--- src/hw/rtl/elws_pkg.sv ---
// ----------------------------------------------------------------------------
// elws_pkg
// Shared constants, codes and controller/datapath signal groups for the
// EEPROM log write sequencer.
// ----------------------------------------------------------------------------
package elws_pkg;

  // Queue and log geometry
  localparam int QUEUE_DEPTH  = 8;
  localparam int SLOT_COUNT   = 8;
  localparam int RECORD_BYTES = 8;

  localparam int QPTR_W = $clog2(QUEUE_DEPTH);
  localparam int SLOT_W = (SLOT_COUNT > 1) ? $clog2(SLOT_COUNT) : 1;
  localparam int OFF_W  = (RECORD_BYTES > 1) ? $clog2(RECORD_BYTES) : 1;

  localparam int REC_W  = 64;
  localparam int BYTE_W = 8;
  localparam int ADDR_W = 8;
  localparam int KIND_W = 2;

  // EEPROM map and gap pacing
  localparam logic [ADDR_W-1:0] LOG_START_ADDR = 8'h08;
  localparam logic [ADDR_W-1:0] LOG_INDEX_ADDR = 8'h01;
  localparam logic [BYTE_W-1:0] GAP_RESET      = 8'd5;
  localparam logic [BYTE_W-1:0] GAP_MAX        = 8'hFF;

  // Item actions
  localparam logic ACT_PUSH = 1'b0;
  localparam logic ACT_TICK = 1'b1;

  // Result kinds
  localparam logic [KIND_W-1:0] KIND_ACCEPTED = 2'd0;
  localparam logic [KIND_W-1:0] KIND_DROPPED  = 2'd1;
  localparam logic [KIND_W-1:0] KIND_WRITE    = 2'd2;

  // Commands from controller to datapath
  typedef struct packed {
    logic load_item;
    logic push;
    logic drop;
    logic pop;
    logic tick;
    logic write_data;
    logic write_index;
  } elws_cmd_t;

  // Status from datapath to controller
  typedef struct packed {
    logic is_tick;
    logic q_full;
    logic q_empty;
    logic gap_ok;
    logic last_byte;
    logic out_free;
  } elws_sts_t;

endpackage

--- src/hw/rtl/elws_if.sv ---
// ----------------------------------------------------------------------------
// elws_if
// Valid/ready channel interfaces: log items in, results out, gap register
// writes.
// ----------------------------------------------------------------------------
interface elws_item_if;
  logic                           valid;
  logic                           ready;
  logic                           action;
  logic [elws_pkg::REC_W-1:0]     log_record;

  modport source (output valid, action, log_record, input ready);
  modport sink   (input valid, action, log_record, output ready);
endinterface

interface elws_result_if;
  logic                           valid;
  logic                           ready;
  logic [elws_pkg::KIND_W-1:0]    kind;
  logic [elws_pkg::ADDR_W-1:0]    write_address;
  logic [elws_pkg::BYTE_W-1:0]    write_byte;

  modport source (output valid, kind, write_address, write_byte, input ready);
  modport sink   (input valid, kind, write_address, write_byte, output ready);
endinterface

interface elws_cfg_if;
  logic                           valid;
  logic                           ready;
  logic [elws_pkg::BYTE_W-1:0]    write_gap_ticks;

  modport source (output valid, write_gap_ticks, input ready);
  modport sink   (input valid, write_gap_ticks, output ready);
endinterface

--- src/hw/rtl/elws_ram.sv ---
// ----------------------------------------------------------------------------
// elws_ram
// Generic single write port, single read port RAM with registered read data.
// ----------------------------------------------------------------------------
module elws_ram #(
  parameter int WIDTH = 8,
  parameter int DEPTH = 8
) (
  input  logic                     clk_i,
  input  logic                     we_i,
  input  logic [$clog2(DEPTH)-1:0] waddr_i,
  input  logic [WIDTH-1:0]         wdata_i,
  input  logic [$clog2(DEPTH)-1:0] raddr_i,
  output logic [WIDTH-1:0]         rdata_o
);

  logic [WIDTH-1:0] mem_q [DEPTH];
  logic [WIDTH-1:0] rdata_q;

  // Write port
  always_ff @(posedge clk_i) begin
    if (we_i) begin
      mem_q[waddr_i] <= wdata_i;
    end
  end

  // Registered read port
  always_ff @(posedge clk_i) begin
    rdata_q <= mem_q[raddr_i];
  end

  assign rdata_o = rdata_q;

endmodule

--- src/hw/rtl/elws_dp.sv ---
// ----------------------------------------------------------------------------
// elws_dp
// Datapath: item capture, record queue, writer registers, gap counter,
// gap register and the result register.
// ----------------------------------------------------------------------------
module elws_dp (
  input  logic                          clk_i,
  input  logic                          rst_ni,
  // item payload
  input  logic                          action_i,
  input  logic [elws_pkg::REC_W-1:0]    log_record_i,
  // gap register write
  input  logic                          cfg_we_i,
  input  logic [elws_pkg::BYTE_W-1:0]   cfg_data_i,
  // result channel
  output logic                          res_valid_o,
  input  logic                          res_ready_i,
  output logic [elws_pkg::KIND_W-1:0]   res_kind_o,
  output logic [elws_pkg::ADDR_W-1:0]   res_addr_o,
  output logic [elws_pkg::BYTE_W-1:0]   res_byte_o,
  // controller
  input  elws_pkg::elws_cmd_t           cmd_i,
  output elws_pkg::elws_sts_t           sts_o
);

  localparam logic [elws_pkg::QPTR_W-1:0] QLAST =
    elws_pkg::QPTR_W'(elws_pkg::QUEUE_DEPTH - 1);
  localparam logic [elws_pkg::SLOT_W-1:0] SLAST =
    elws_pkg::SLOT_W'(elws_pkg::SLOT_COUNT - 1);
  localparam logic [elws_pkg::OFF_W-1:0]  OLAST =
    elws_pkg::OFF_W'(elws_pkg::RECORD_BYTES - 1);
  localparam logic [elws_pkg::ADDR_W-1:0] REC_BYTES_A =
    elws_pkg::ADDR_W'(elws_pkg::RECORD_BYTES);

  // Captured item
  logic                          action_q;
  logic [elws_pkg::REC_W-1:0]    record_q;

  // Queue pointers
  logic [elws_pkg::QPTR_W-1:0]   head_q, head_d, tail_q, tail_d;
  logic [elws_pkg::QPTR_W-1:0]   head_inc, tail_inc;
  logic [elws_pkg::REC_W-1:0]    ram_rdata;

  // Writer registers
  logic [elws_pkg::REC_W-1:0]    held_q;
  logic [elws_pkg::OFF_W-1:0]    off_q, off_d;
  logic [elws_pkg::SLOT_W-1:0]   slot_q, slot_d, slot_inc;
  logic [elws_pkg::BYTE_W-1:0]   gap_q, gap_d, gap_inc;
  logic [elws_pkg::BYTE_W-1:0]   gap_ticks_q;

  // Result register
  logic                          res_valid_q, res_valid_d;
  logic [elws_pkg::KIND_W-1:0]   res_kind_q;
  logic [elws_pkg::ADDR_W-1:0]   res_addr_q;
  logic [elws_pkg::BYTE_W-1:0]   res_byte_q;
  logic [elws_pkg::ADDR_W-1:0]   data_addr;
  logic                          emit;

  // Pointer arithmetic
  assign head_inc = (head_q == QLAST) ? '0 : head_q + 1'b1;
  assign tail_inc = (tail_q == QLAST) ? '0 : tail_q + 1'b1;
  assign slot_inc = (slot_q == SLAST) ? '0 : slot_q + 1'b1;
  assign gap_inc  = (gap_q == elws_pkg::GAP_MAX) ? gap_q : gap_q + 1'b1;

  // Status to the controller
  assign sts_o.is_tick   = (action_q == elws_pkg::ACT_TICK);
  assign sts_o.q_full    = (head_inc == tail_q);
  assign sts_o.q_empty   = (head_q == tail_q);
  assign sts_o.gap_ok    = (gap_inc >= gap_ticks_q);
  assign sts_o.last_byte = (off_q == OLAST);
  assign sts_o.out_free  = !res_valid_q || res_ready_i;

  // Record queue storage; read port follows the tail
  elws_ram #(
    .WIDTH (elws_pkg::REC_W),
    .DEPTH (elws_pkg::QUEUE_DEPTH)
  ) u_queue_ram (
    .clk_i   (clk_i),
    .we_i    (cmd_i.push),
    .waddr_i (head_q),
    .wdata_i (record_q),
    .raddr_i (tail_q),
    .rdata_o (ram_rdata)
  );

  // Item capture
  always_ff @(posedge clk_i) begin
    if (cmd_i.load_item) begin
      action_q <= action_i;
      record_q <= log_record_i;
    end
  end

  // Next-state for pointers, offset, slot and gap
  always_comb begin
    head_d = head_q;
    tail_d = tail_q;
    off_d  = off_q;
    slot_d = slot_q;
    gap_d  = gap_q;
    if (cmd_i.push) begin
      head_d = head_inc;
    end
    if (cmd_i.pop) begin
      tail_d = tail_inc;
      off_d  = '0;
    end
    if (cmd_i.tick) begin
      gap_d = gap_inc;
    end
    if (cmd_i.write_data) begin
      off_d = off_q + 1'b1;
      gap_d = '0;
    end
    if (cmd_i.write_index) begin
      slot_d = slot_inc;
      gap_d  = '0;
    end
  end

  // Control registers
  always_ff @(posedge clk_i or negedge rst_ni) begin
    if (!rst_ni) begin
      head_q      <= '0;
      tail_q      <= '0;
      off_q       <= '0;
      slot_q      <= '0;
      gap_q       <= '0;
      gap_ticks_q <= elws_pkg::GAP_RESET;
      held_q      <= '0;
      res_valid_q <= 1'b0;
    end else begin
      head_q      <= head_d;
      tail_q      <= tail_d;
      off_q       <= off_d;
      slot_q      <= slot_d;
      gap_q       <= gap_d;
      res_valid_q <= res_valid_d;
      if (cfg_we_i) begin
        gap_ticks_q <= cfg_data_i;
      end
      if (cmd_i.pop) begin
        held_q <= ram_rdata;
      end
    end
  end

  // Log byte address: start + slot * record size + offset
  assign data_addr = elws_pkg::LOG_START_ADDR
                   + elws_pkg::ADDR_W'(slot_q) * REC_BYTES_A
                   + elws_pkg::ADDR_W'(off_q);

  assign emit = cmd_i.push || cmd_i.drop || cmd_i.write_data || cmd_i.write_index;

  // Result valid: a new result wins over the one being taken
  always_comb begin
    res_valid_d = res_valid_q;
    if (res_valid_q && res_ready_i) begin
      res_valid_d = 1'b0;
    end
    if (emit) begin
      res_valid_d = 1'b1;
    end
  end

  // Result payload
  always_ff @(posedge clk_i) begin
    if (cmd_i.push) begin
      res_kind_q <= elws_pkg::KIND_ACCEPTED;
      res_addr_q <= '0;
      res_byte_q <= '0;
    end else if (cmd_i.drop) begin
      res_kind_q <= elws_pkg::KIND_DROPPED;
      res_addr_q <= '0;
      res_byte_q <= '0;
    end else if (cmd_i.write_data) begin
      res_kind_q <= elws_pkg::KIND_WRITE;
      res_addr_q <= data_addr;
      res_byte_q <= held_q[elws_pkg::BYTE_W*off_q +: elws_pkg::BYTE_W];
    end else if (cmd_i.write_index) begin
      res_kind_q <= elws_pkg::KIND_WRITE;
      res_addr_q <= elws_pkg::LOG_INDEX_ADDR;
      res_byte_q <= elws_pkg::BYTE_W'(slot_inc);
    end
  end

  assign res_valid_o = res_valid_q;
  assign res_kind_o  = res_kind_q;
  assign res_addr_o  = res_addr_q;
  assign res_byte_o  = res_byte_q;

endmodule

--- src/hw/rtl/elws_ctrl.sv ---
// ----------------------------------------------------------------------------
// elws_ctrl
// Controller: item handshake sequencing and the four-phase writer state
// machine (idle, data, index, settle).
// ----------------------------------------------------------------------------
module elws_ctrl (
  input  logic                 clk_i,
  input  logic                 rst_ni,
  input  logic                 item_valid_i,
  output logic                 item_ready_o,
  input  elws_pkg::elws_sts_t  sts_i,
  output elws_pkg::elws_cmd_t  cmd_o
);

  // Item sequencing states
  localparam logic ST_READY = 1'b0;
  localparam logic ST_EXEC  = 1'b1;

  // Writer phases
  localparam logic [1:0] PH_IDLE   = 2'd0;
  localparam logic [1:0] PH_DATA   = 2'd1;
  localparam logic [1:0] PH_INDEX  = 2'd2;
  localparam logic [1:0] PH_SETTLE = 2'd3;

  logic       st_q, st_d;
  logic [1:0] ph_q, ph_d;

  assign item_ready_o = (st_q == ST_READY);

  // Next state and commands
  always_comb begin
    st_d  = st_q;
    ph_d  = ph_q;
    cmd_o = '0;
    case (st_q)
      ST_READY: begin
        if (item_valid_i) begin
          cmd_o.load_item = 1'b1;
          st_d            = ST_EXEC;
        end
      end
      ST_EXEC: begin
        // hold until the result register can take a new transaction
        if (sts_i.out_free) begin
          st_d = ST_READY;
          if (!sts_i.is_tick) begin
            cmd_o.push = !sts_i.q_full;
            cmd_o.drop = sts_i.q_full;
          end else begin
            cmd_o.tick = 1'b1;
            case (ph_q)
              PH_IDLE: begin
                if (!sts_i.q_empty) begin
                  cmd_o.pop = 1'b1;
                  ph_d      = PH_DATA;
                end
              end
              PH_DATA: begin
                if (sts_i.gap_ok) begin
                  cmd_o.write_data = 1'b1;
                  if (sts_i.last_byte) begin
                    ph_d = PH_INDEX;
                  end
                end
              end
              PH_INDEX: begin
                if (sts_i.gap_ok) begin
                  cmd_o.write_index = 1'b1;
                  ph_d              = PH_SETTLE;
                end
              end
              default: begin
                if (sts_i.gap_ok) begin
                  ph_d = PH_IDLE;
                end
              end
            endcase
          end
        end
      end
      default: begin
        st_d = ST_READY;
      end
    endcase
  end

  // State registers
  always_ff @(posedge clk_i or negedge rst_ni) begin
    if (!rst_ni) begin
      st_q <= ST_READY;
      ph_q <= PH_IDLE;
    end else begin
      st_q <= st_d;
      ph_q <= ph_d;
    end
  end

endmodule

--- src/hw/rtl/eeprom_log_write_sequencer.sv ---
// ----------------------------------------------------------------------------
// eeprom_log_write_sequencer
// Ring-queued log records written out to EEPROM one byte per permitted tick,
// followed by the slot index update.
// ----------------------------------------------------------------------------
//  channel   | direction | payload                                | handshake
//  item_i    | in        | action, log_record                     | valid/ready
//  result_o  | out       | kind, write_address, write_byte        | valid/ready
//  cfg_i     | in        | write_gap_ticks                        | valid/ready
//
//  An item is taken in first and then executed against the queue and
//  writer state; execution holds while the result register still carries
//  an untaken transaction.
//  The queue RAM read port follows the tail pointer, so a pop captures the
//  tail entry from the registered read data. cfg_i is always ready.
//  Reset clears pointers, writer phase, slot index and gap counter at once;
//  there is no clearing pass over the queue RAM.
// ----------------------------------------------------------------------------
module eeprom_log_write_sequencer (
  input  logic          clk_i,
  input  logic          rst_ni,
  elws_item_if.sink     item_i,
  elws_result_if.source result_o,
  elws_cfg_if.sink      cfg_i
);

  elws_pkg::elws_cmd_t cmd;
  elws_pkg::elws_sts_t sts;
  logic                item_ready;

  assign item_i.ready = item_ready;
  assign cfg_i.ready  = 1'b1;

  // Controller
  elws_ctrl u_ctrl (
    .clk_i        (clk_i),
    .rst_ni       (rst_ni),
    .item_valid_i (item_i.valid),
    .item_ready_o (item_ready),
    .sts_i        (sts),
    .cmd_o        (cmd)
  );

  // Datapath
  elws_dp u_dp (
    .clk_i        (clk_i),
    .rst_ni       (rst_ni),
    .action_i     (item_i.action),
    .log_record_i (item_i.log_record),
    .cfg_we_i     (cfg_i.valid),
    .cfg_data_i   (cfg_i.write_gap_ticks),
    .res_valid_o  (result_o.valid),
    .res_ready_i  (result_o.ready),
    .res_kind_o   (result_o.kind),
    .res_addr_o   (result_o.write_address),
    .res_byte_o   (result_o.write_byte),
    .cmd_i        (cmd),
    .sts_o        (sts)
  );

endmodule
--- src/flat_wrapper.sv ---
// flat-port wrapper written by rule: the top's interface ports become plain ports
module eeprom_log_write_sequencer_flat 
  (clk_i, rst_ni, item_i_valid, item_i_action, item_i_log_record, item_i_ready, result_o_valid, result_o_kind, result_o_write_address, result_o_write_byte, result_o_ready, cfg_i_valid, cfg_i_write_gap_ticks, cfg_i_ready);
  elws_item_if item_i_i ();
  elws_result_if result_o_i ();
  elws_cfg_if cfg_i_i ();
  input  logic clk_i;
  input  logic rst_ni;
  input wire logic [$bits(item_i_i.valid)-1:0] item_i_valid;
  input wire logic [$bits(item_i_i.action)-1:0] item_i_action;
  input wire logic [$bits(item_i_i.log_record)-1:0] item_i_log_record;
  output wire logic [$bits(item_i_i.ready)-1:0] item_i_ready;
  output wire logic [$bits(result_o_i.valid)-1:0] result_o_valid;
  output wire logic [$bits(result_o_i.kind)-1:0] result_o_kind;
  output wire logic [$bits(result_o_i.write_address)-1:0] result_o_write_address;
  output wire logic [$bits(result_o_i.write_byte)-1:0] result_o_write_byte;
  input wire logic [$bits(result_o_i.ready)-1:0] result_o_ready;
  input wire logic [$bits(cfg_i_i.valid)-1:0] cfg_i_valid;
  input wire logic [$bits(cfg_i_i.write_gap_ticks)-1:0] cfg_i_write_gap_ticks;
  output wire logic [$bits(cfg_i_i.ready)-1:0] cfg_i_ready;
  assign item_i_i.valid = item_i_valid;
  assign item_i_i.action = item_i_action;
  assign item_i_i.log_record = item_i_log_record;
  assign item_i_ready = item_i_i.ready;
  assign result_o_valid = result_o_i.valid;
  assign result_o_kind = result_o_i.kind;
  assign result_o_write_address = result_o_i.write_address;
  assign result_o_write_byte = result_o_i.write_byte;
  assign result_o_i.ready = result_o_ready;
  assign cfg_i_i.valid = cfg_i_valid;
  assign cfg_i_i.write_gap_ticks = cfg_i_write_gap_ticks;
  assign cfg_i_ready = cfg_i_i.ready;
  eeprom_log_write_sequencer u_core (.clk_i(clk_i), .rst_ni(rst_ni), .item_i(item_i_i), .result_o(result_o_i), .cfg_i(cfg_i_i));
endmodule
--- config.mk ---
export PLATFORM = sky130hd
export DESIGN_NAME = eeprom_log_write_sequencer_flat
export DESIGN_NICKNAME = d
export VERILOG_FILES = /design/src/hw/rtl/elws_pkg.sv /design/src/hw/rtl/elws_if.sv /design/src/hw/rtl/elws_ram.sv /design/src/hw/rtl/elws_dp.sv /design/src/hw/rtl/elws_ctrl.sv /design/src/hw/rtl/eeprom_log_write_sequencer.sv /design/src/flat_wrapper.sv
export SDC_FILE = /design/constraint.sdc
export NUM_CORES = 1
export LEC_CHECK = 0
export BUFFER_PORTS_ARGS = -buffer_cell sky130_fd_sc_hd__buf_2
export CORE_ASPECT_RATIO = 0.75
export CORE_MARGIN = 1
export CORE_UTILIZATION = 61
export CTS_BUF_LIST = sky130_fd_sc_hd__clkbuf_16
export CTS_CLUSTER_DIAMETER = 30
export DETAILED_ROUTE_END_ITERATION = 8
export PLACE_DENSITY_LB_ADDON = 0.3
export SLEW_MARGIN = 20
export SYNTH_ARGS = -nofsm -noshare
export SYNTH_HDL_FRONTEND = slang
export SYNTH_SLANG_ARGS = --single-unit
--- constraint.sdc ---
create_clock -name clk_i -period 11.5 [get_ports clk_i]
set_input_delay 3.45 -clock clk_i [delete_from_list [all_inputs] [get_ports clk_i]]
set_output_delay 3.45 -clock clk_i [all_outputs]
set_load 0.005 [all_outputs]
**After elaboration in Yosys (flattened, before gate mapping)**

Memory sizes are Yosys's and may differ from the RTL's. A register that Yosys moved wholly into a read port is not among the register bits.
Cells that the tools add are included.

- Shift-type cells: 1
- Equal/unequal tests: 13
- $add $sub $neg: 7
- Mux-type cells: 39
- Reductions and logical operators: 16
- Bitwise logic cells: 1
- $lt $le $gt $ge: 1

Operator list:

| kind | count |
|---|---|
| $mux 8 | 8 |
| $shiftx 64x7->8 | 1 |
| $mux 2 | 8 |
| $mux 3 | 5 |
| $mux 1 | 13 |
| $add 3x1->3 const B | 4 |
| $eq 3x3->1 const B | 4 |
| $mux 6 | 2 |
| $add 7x3->8 | 1 |
| $add 8x1->8 const B | 1 |
| $eq 8x8->1 const B | 1 |
| $ge 8x8->1 | 1 |
| $reduce_and 8->1 | 1 |
| $reduce_bool 2->1 | 4 |
| $add 4x6->7 const A | 1 |
| $eq 3x3->1 | 2 |
| $ne 2x1->1 const B | 3 |
| $pmux 2 s3 | 1 |
| $reduce_bool 3->1 | 2 |
| $logic_or 1x1->1 | 4 |
| $mux 4 | 1 |
| $eq 2x1->1 const B | 1 |
| $eq 2x2->1 const B | 1 |
| $logic_not 1->1 | 2 |
| other kinds (6) | 6 |

- Output and inout port bits: 21
- Memories: 1
- Memory bits (writable): 512
- Bits in registers: 179
- Word-level logic and storage cells: 95
- Input port bits: 78

Memories:

| memory | words | bits a word | read ports | clocked after memory_dff | wr ports | RTL line | RTL |
|---|---|---|---|---|---|---|---|
| u_core.u_dp.u_queue_ram.mem_q | 8 | 64 | 1 | 1 | 1 | elws_ram.sv:17 | `logic [WIDTH-1:0] mem_q [DEPTH];` |

**Depth between registers and ports, before layout**

- Word-level depth: 12
- Mapped depth: 14
- Depth with buffers taken out: 11

**Hierarchy**

From an unflattened synthesis, not the netlist that was laid out.

- Cells, all modules: 1328
- Area total of the unflattened synthesis: 27946.8 um^2

Modules (own cells, without submodules):

| module | area an instance (um^2) | cells an instance | sequential area each (um^2) | times used |
|---|---|---|---|---|
| elws_ram | 20547.2 | 816 | 16656.0 | 1 |
| elws_dp | 7113.1 | 483 | 4621.9 | 1 |
| elws_ctrl | 275.3 | 27 | 75.1 | 1 |
| eeprom_log_write_sequencer | 11.3 | 2 | 0.0 | 1 |

**Least setup slack after synthesis**

No wires, ideal clock.

- Kind: in2reg
- Start point: input result_o_ready
- End point: memory u_core.u_dp.u_queue_ram.mem_q[0][0] in the netlist's numbering (enable)
- Slack: 2504 ps
- Data required time: 10935 ps
- Arrival time: 8431 ps
- Cell stages on the path: 5
- Path buffers: 0
- Setup time: 565 ps
- Cell sequence: nor2b_1 -> or3_1 -> nor2_1 -> o21ai_1 -> nor3_1

- Word-level cells in the longest chain between the ends: 5

RTL lines:

| what | RTL line | RTL |
|---|---|---|
| start: declaration | flat_wrapper.sv:17 | `input wire logic [$bits(result_o_i.ready)-1:0] result_o_ready;` |
| $logic_or 1x1->1 | elws_dp.sv:71 | `assign sts_o.out_free = !res_valid_q \|\| res_ready_i;` |
| $mux 6 | elws_ctrl.sv:44 | `if (sts_i.out_free) begin` |
| $mux 6 | elws_ctrl.sv:35 | `case (st_q)` |
| $mux 1 | elws_ram.sv:22 | `if (we_i) begin` |
| $mux 1 (not written as such) | elws_ram.sv:23 | `mem_q[waddr_i] <= wdata_i;` |
| end: declaration | elws_ram.sv:17 |  |

No other way between the ends.

**Final worst setup path**

- Start point: input result_o_ready
- End point: memory u_core.u_dp.u_queue_ram.mem_q[5][19] in the netlist's numbering (enable)

Same word-level chain as after synthesis.

==> results.yml <==
route:
  ant_nets: 0
  initialDrtViolationCount: 1129
  routed-via-count: 13300
  wl_per_cell_um: 25.1
  viasPerCell: 6.12
  drcViolationCount: 0
  wl_mm: 54.8
  first_pass_iters: 5
timing:
  fin_tns_setup_ns: 0
  maxSlewViolCount: 0
  hold_violations: 0
  rsz0062_at_grt: "no"
  max_freq_ghz: 0.164
  min_period_ns: 6.10
  fin_crit_sh: 0.531
  worst_slew_pin_slew_ns: 1.11
  slew_headroom: 0.261
  skew_ns: 0.0410
  finalSetupViolCount: 0
global_route:
  antenna_found_initial: 0
  grt_pass1_wl_mm: 84.8
  grt_overflow: 0
  grt_max_degree: 79
  track_usage: 0.244
  grt_pass1_vias: 14000
run_status:
  status: "completed"
clock_tree:
  clockRootBuffer: "clkbuf_16"
  cts.clk_slew.worst_paths_ns: 0.05
  cts_tree: "yes"
  cts_sinks: 754
  cts_buffers: 107
  cts_setup_buffers: 0
  ctsResizeCount: 0
  cts_hold_buffers: 0
  htreeDepth: 3
  worstSkewPairLatency_ns: 0.65
  cts_buffer_depth: 3
power_and_ir_drop:
  ir_drop_mv: 0.165
  power_per_cell_area_nw_per_um2: 243
  cellLeakagePower_nw: 11.5
placement:
  portBuffers: 96
  hpwl_mm: 29.1
  place_area_um2: 29100
  gp_congestion: 0.794
floorplan:
  die_w_um: 250
  core_um2: 45000
  start_util: 0.624
  core.rowCount: 67
  die_h_um: 188
  ios: 99
  fp.dieArea_um2: 46900
cells_and_area:
  fillers: 2448
  antennaDiodeCount: 0
  finalInstanceArea_um2: 32900
  final_nets: 1597
  syn_to_final_growth_pct: 17.1
  drive_gt1_frac: 0.388
worst_setup_path:
  cp_cell_sequence: "buf_2 > nor2b_1 > nor3_2 > o211ai_1 > nor2_4 > buf_4"
  crit_path_end_kind: "register"
  reg2reg_depth: 4
  crit_type: "in -> reg"
  crit_path_max_incr_delay_ns: 0.78
  critPathMaxFanout: 42
  r2r-end: "u_core.u_dp.u_queue_ram.rdata_o[33]"
  critPathArrivalTime_ns: 6.37
  crit_required_ns: 11.77
  slowest_stage: "nor2_4"
  crit_family: "simple AND/OR/NAND/NOR gates"
  r2r_slack_ns: 7.67
  r2r_start: "u_core.u_dp.tail_q[0]"
  crit_buf_inv: 2
  critPathLaunchType: "input pin"
logic_synthesis:
  async_flop_share: 0.127
  synth-main-ff-cell: "edfxtp_1"
  ys_seq_area_frac: 0.761
  syn-instance-count: 1336
  synth.net_count: 1434
  synth_edf_count: 577
  synth-seq-cells: 754
  yosysWarnings: 0
  synth_cell_type_count: 66
  syn_avg_cell_area_um2: 21.0
  syn_area_um2: 28100
hold_path:
  holdPathStages: 1
  hp-start: "u_core.u_dp.u_queue_ram.rdata_o[62]"
  whs_endpoint: "u_core.u_dp.held_q[62]"
  worstHoldPathType: "reg -> reg"
run:
  max-cap-violations: 0
-- cell usage in the layout (no fill, tap or decap), types with 3 or more instances in the layout --
| master | n |
|---|---|
| a21o_1 | 4 |
| a21oi_1 | 19 |
| and3_1 | 4 |
| buf_2 | 95 |
| buf_4 | 19 |
| bufinv_16 | 11 |
| clkbuf_16 | 108 |
| clkinv_1 | 8 |
| clkinv_2 | 10 |
| clkinv_4 | 18 |
| clkinvlp_4 | 18 |
| dfrtp_1 | 91 |
| dfrtp_4 | 3 |
| dfxtp_1 | 81 |
| edfxtp_1 | 577 |
| ha_1 | 20 |
| inv_1 | 22 |
| inv_6 | 16 |
| inv_8 | 4 |
| mux2_1 | 5 |
| mux2_2 | 138 |
| mux2i_1 | 3 |
| mux4_2 | 144 |
| nand2_1 | 29 |
| nand2b_1 | 4 |
| nand3_1 | 18 |
| nor2_1 | 18 |
| nor2_4 | 6 |
| nor2b_1 | 3 |
| nor3_2 | 4 |
| o21ai_0 | 23 |
| o21ai_1 | 3 |
| o31ai_1 | 4 |
| or3_1 | 3 |
| xnor2_1 | 8 |
-- worst max path at each step --
stage / from / to / slack [ns] / cells after the start
2_1_floorplan: result_o_ready / u_core.u_dp.u_queue_ram.mem_q[0][0] / 2.50 / 5
3_3_place_gp: result_o_ready / u_core.u_dp.u_queue_ram.mem_q[5][19] / 4.81 / 6
3_5_place_dp: result_o_ready / u_core.u_dp.u_queue_ram.mem_q[5][22] / 4.73 / 6
4_1_cts: result_o_ready / u_core.u_dp.u_queue_ram.mem_q[5][10] / 5.42 / 6
5_1_grt: result_o_ready / u_core.u_dp.u_queue_ram.mem_q[5][10] / 5.21 / 6
6_report: result_o_ready / u_core.u_dp.u_queue_ram.mem_q[5][19] / 5.40 / 6
-- cell usage after synthesis (3+ instances only) --
cell / n / area [µm²]
a21o_1: 4 / 30.0
a21oi_1: 19 / 95.1
and3_1: 4 / 25.0
buf_1: 3 / 11.3
buf_2: 32 / 160
buf_4: 3 / 22.5
buf_6: 10 / 113
clkbuf_1: 11 / 41.3
dfrtp_1: 94 / 2350
dfxtp_1: 81 / 1620
edfxtp_1: 577 / 17300
ha_1: 20 / 250
inv_1: 16 / 60.1
mux2_1: 5 / 56.3
mux2_2: 138 / 1550
mux2i_1: 3 / 30.0
mux4_2: 144 / 3240
nand2_1: 29 / 109
nand2b_1: 4 / 25.0
nand3_1: 18 / 90.1
nor2_1: 24 / 90.1
nor2b_1: 4 / 25.0
nor3_1: 3 / 15.0
o21ai_0: 23 / 115
o21ai_1: 3 / 15.0
o31ai_1: 4 / 30.0
or3_1: 3 / 18.8
xnor2_1: 8 / 70.1
-- worst register-to-register path, cell delays in order (launching register included) --
cell	delay, ns
dfrtp_4	1.00
buf_4	0.83
buf_4	0.89
mux4_2	0.66
mux2_2	0.32
-- routing by layer --
metal  vias to the layer above  routed length (µm)  track usage
met4                         0                 898       0.0653
met3                        81                3330       0.0571
met5                         -                   0            0
li1                       5742                   -            -
met1                      7018               24600        0.359
met2                       493               25900        0.373
-- stage by stage --
stage / setup slack, ns / total power, mW / cells / utilization / hold slack [ns]
2_1_floorplan: 2.50 / 4.41 / 1336 / - / 0.417
3_3_place_gp: 4.81 / 4.70 / 1975 / 0.647 / 0.425
3_5_place_dp: 4.73 / 4.75 / 1975 / 0.647 / 0.438
4_1_cts: 5.42 / 8.04 / 2179 / 0.730 / 0.464
5_1_grt: 5.21 / 8.27 / 2180 / 0.730 / 0.474
6_report: 5.40 / 7.98 / 2180 / 0.730 / 0.463
-- cells by family after synthesis --
logic type / count (synthesis) / share of synthesized area
buf+inv: 78 / 0.0156
fa+ha+maj: 20 / 0.00891
simple gates: 101 / 0.0177
xor+xnor: 10 / 0.00312
other cells: 2 / 0.000268
flops: 754 / 0.761
mux: 290 / 0.174
compound gates: 81 / 0.0198
-- flip-flops by register name (all words and copies together) (netlist names) --
register,count
u_core.u_ctrl.st_q,1
u_core.u_dp.u_queue_ram.mem_q,512
u_core.u_dp.res_byte_o,8
u_core.u_dp.held_q,64
u_core.u_dp.action_q,1
u_core.u_dp.head_q,3
u_core.u_dp.res_kind_o,2
u_core.u_dp.gap_ticks_q,8
u_core.u_dp.u_queue_ram.rdata_o,64
u_core.u_dp.off_q,3
u_core.u_dp.res_valid_o,1
u_core.u_dp.tail_q,3
u_core.u_dp.slot_q,3
u_core.u_dp.res_addr_o,7
u_core.u_dp.gap_q,8
u_core.u_dp.record_q,64
u_core.u_ctrl.ph_q,2
-- power by group --
| part | total [mW] | internal (mW) | switching, mW |
|---|---|---|---|
| clock network | 3.27 | 2.00 | 1.27 |
| logic | 1.16 | 0.620 | 0.544 |
| registers | 3.54 | 3.28 | 0.260 |
-- layout make-up --
| class | instances | area (µm²) | area share |
|---|---|---|---|
| clock inverters | 96 | 1000 | 0.0305 |
| flip-flops and latches | 754 | 21400 | 0.650 |
| well taps | 586 | 733 | 0.0223 |
| multi-input cells | 504 | 6350 | 0.193 |
| clock buffers | 108 | 2700 | 0.0822 |
| inverters | 16 | 60.1 | 0.00183 |
| repair buffers | 116 | 657 | 0.0200 |
Note: power is estimated with default switching activity, not from simulation.
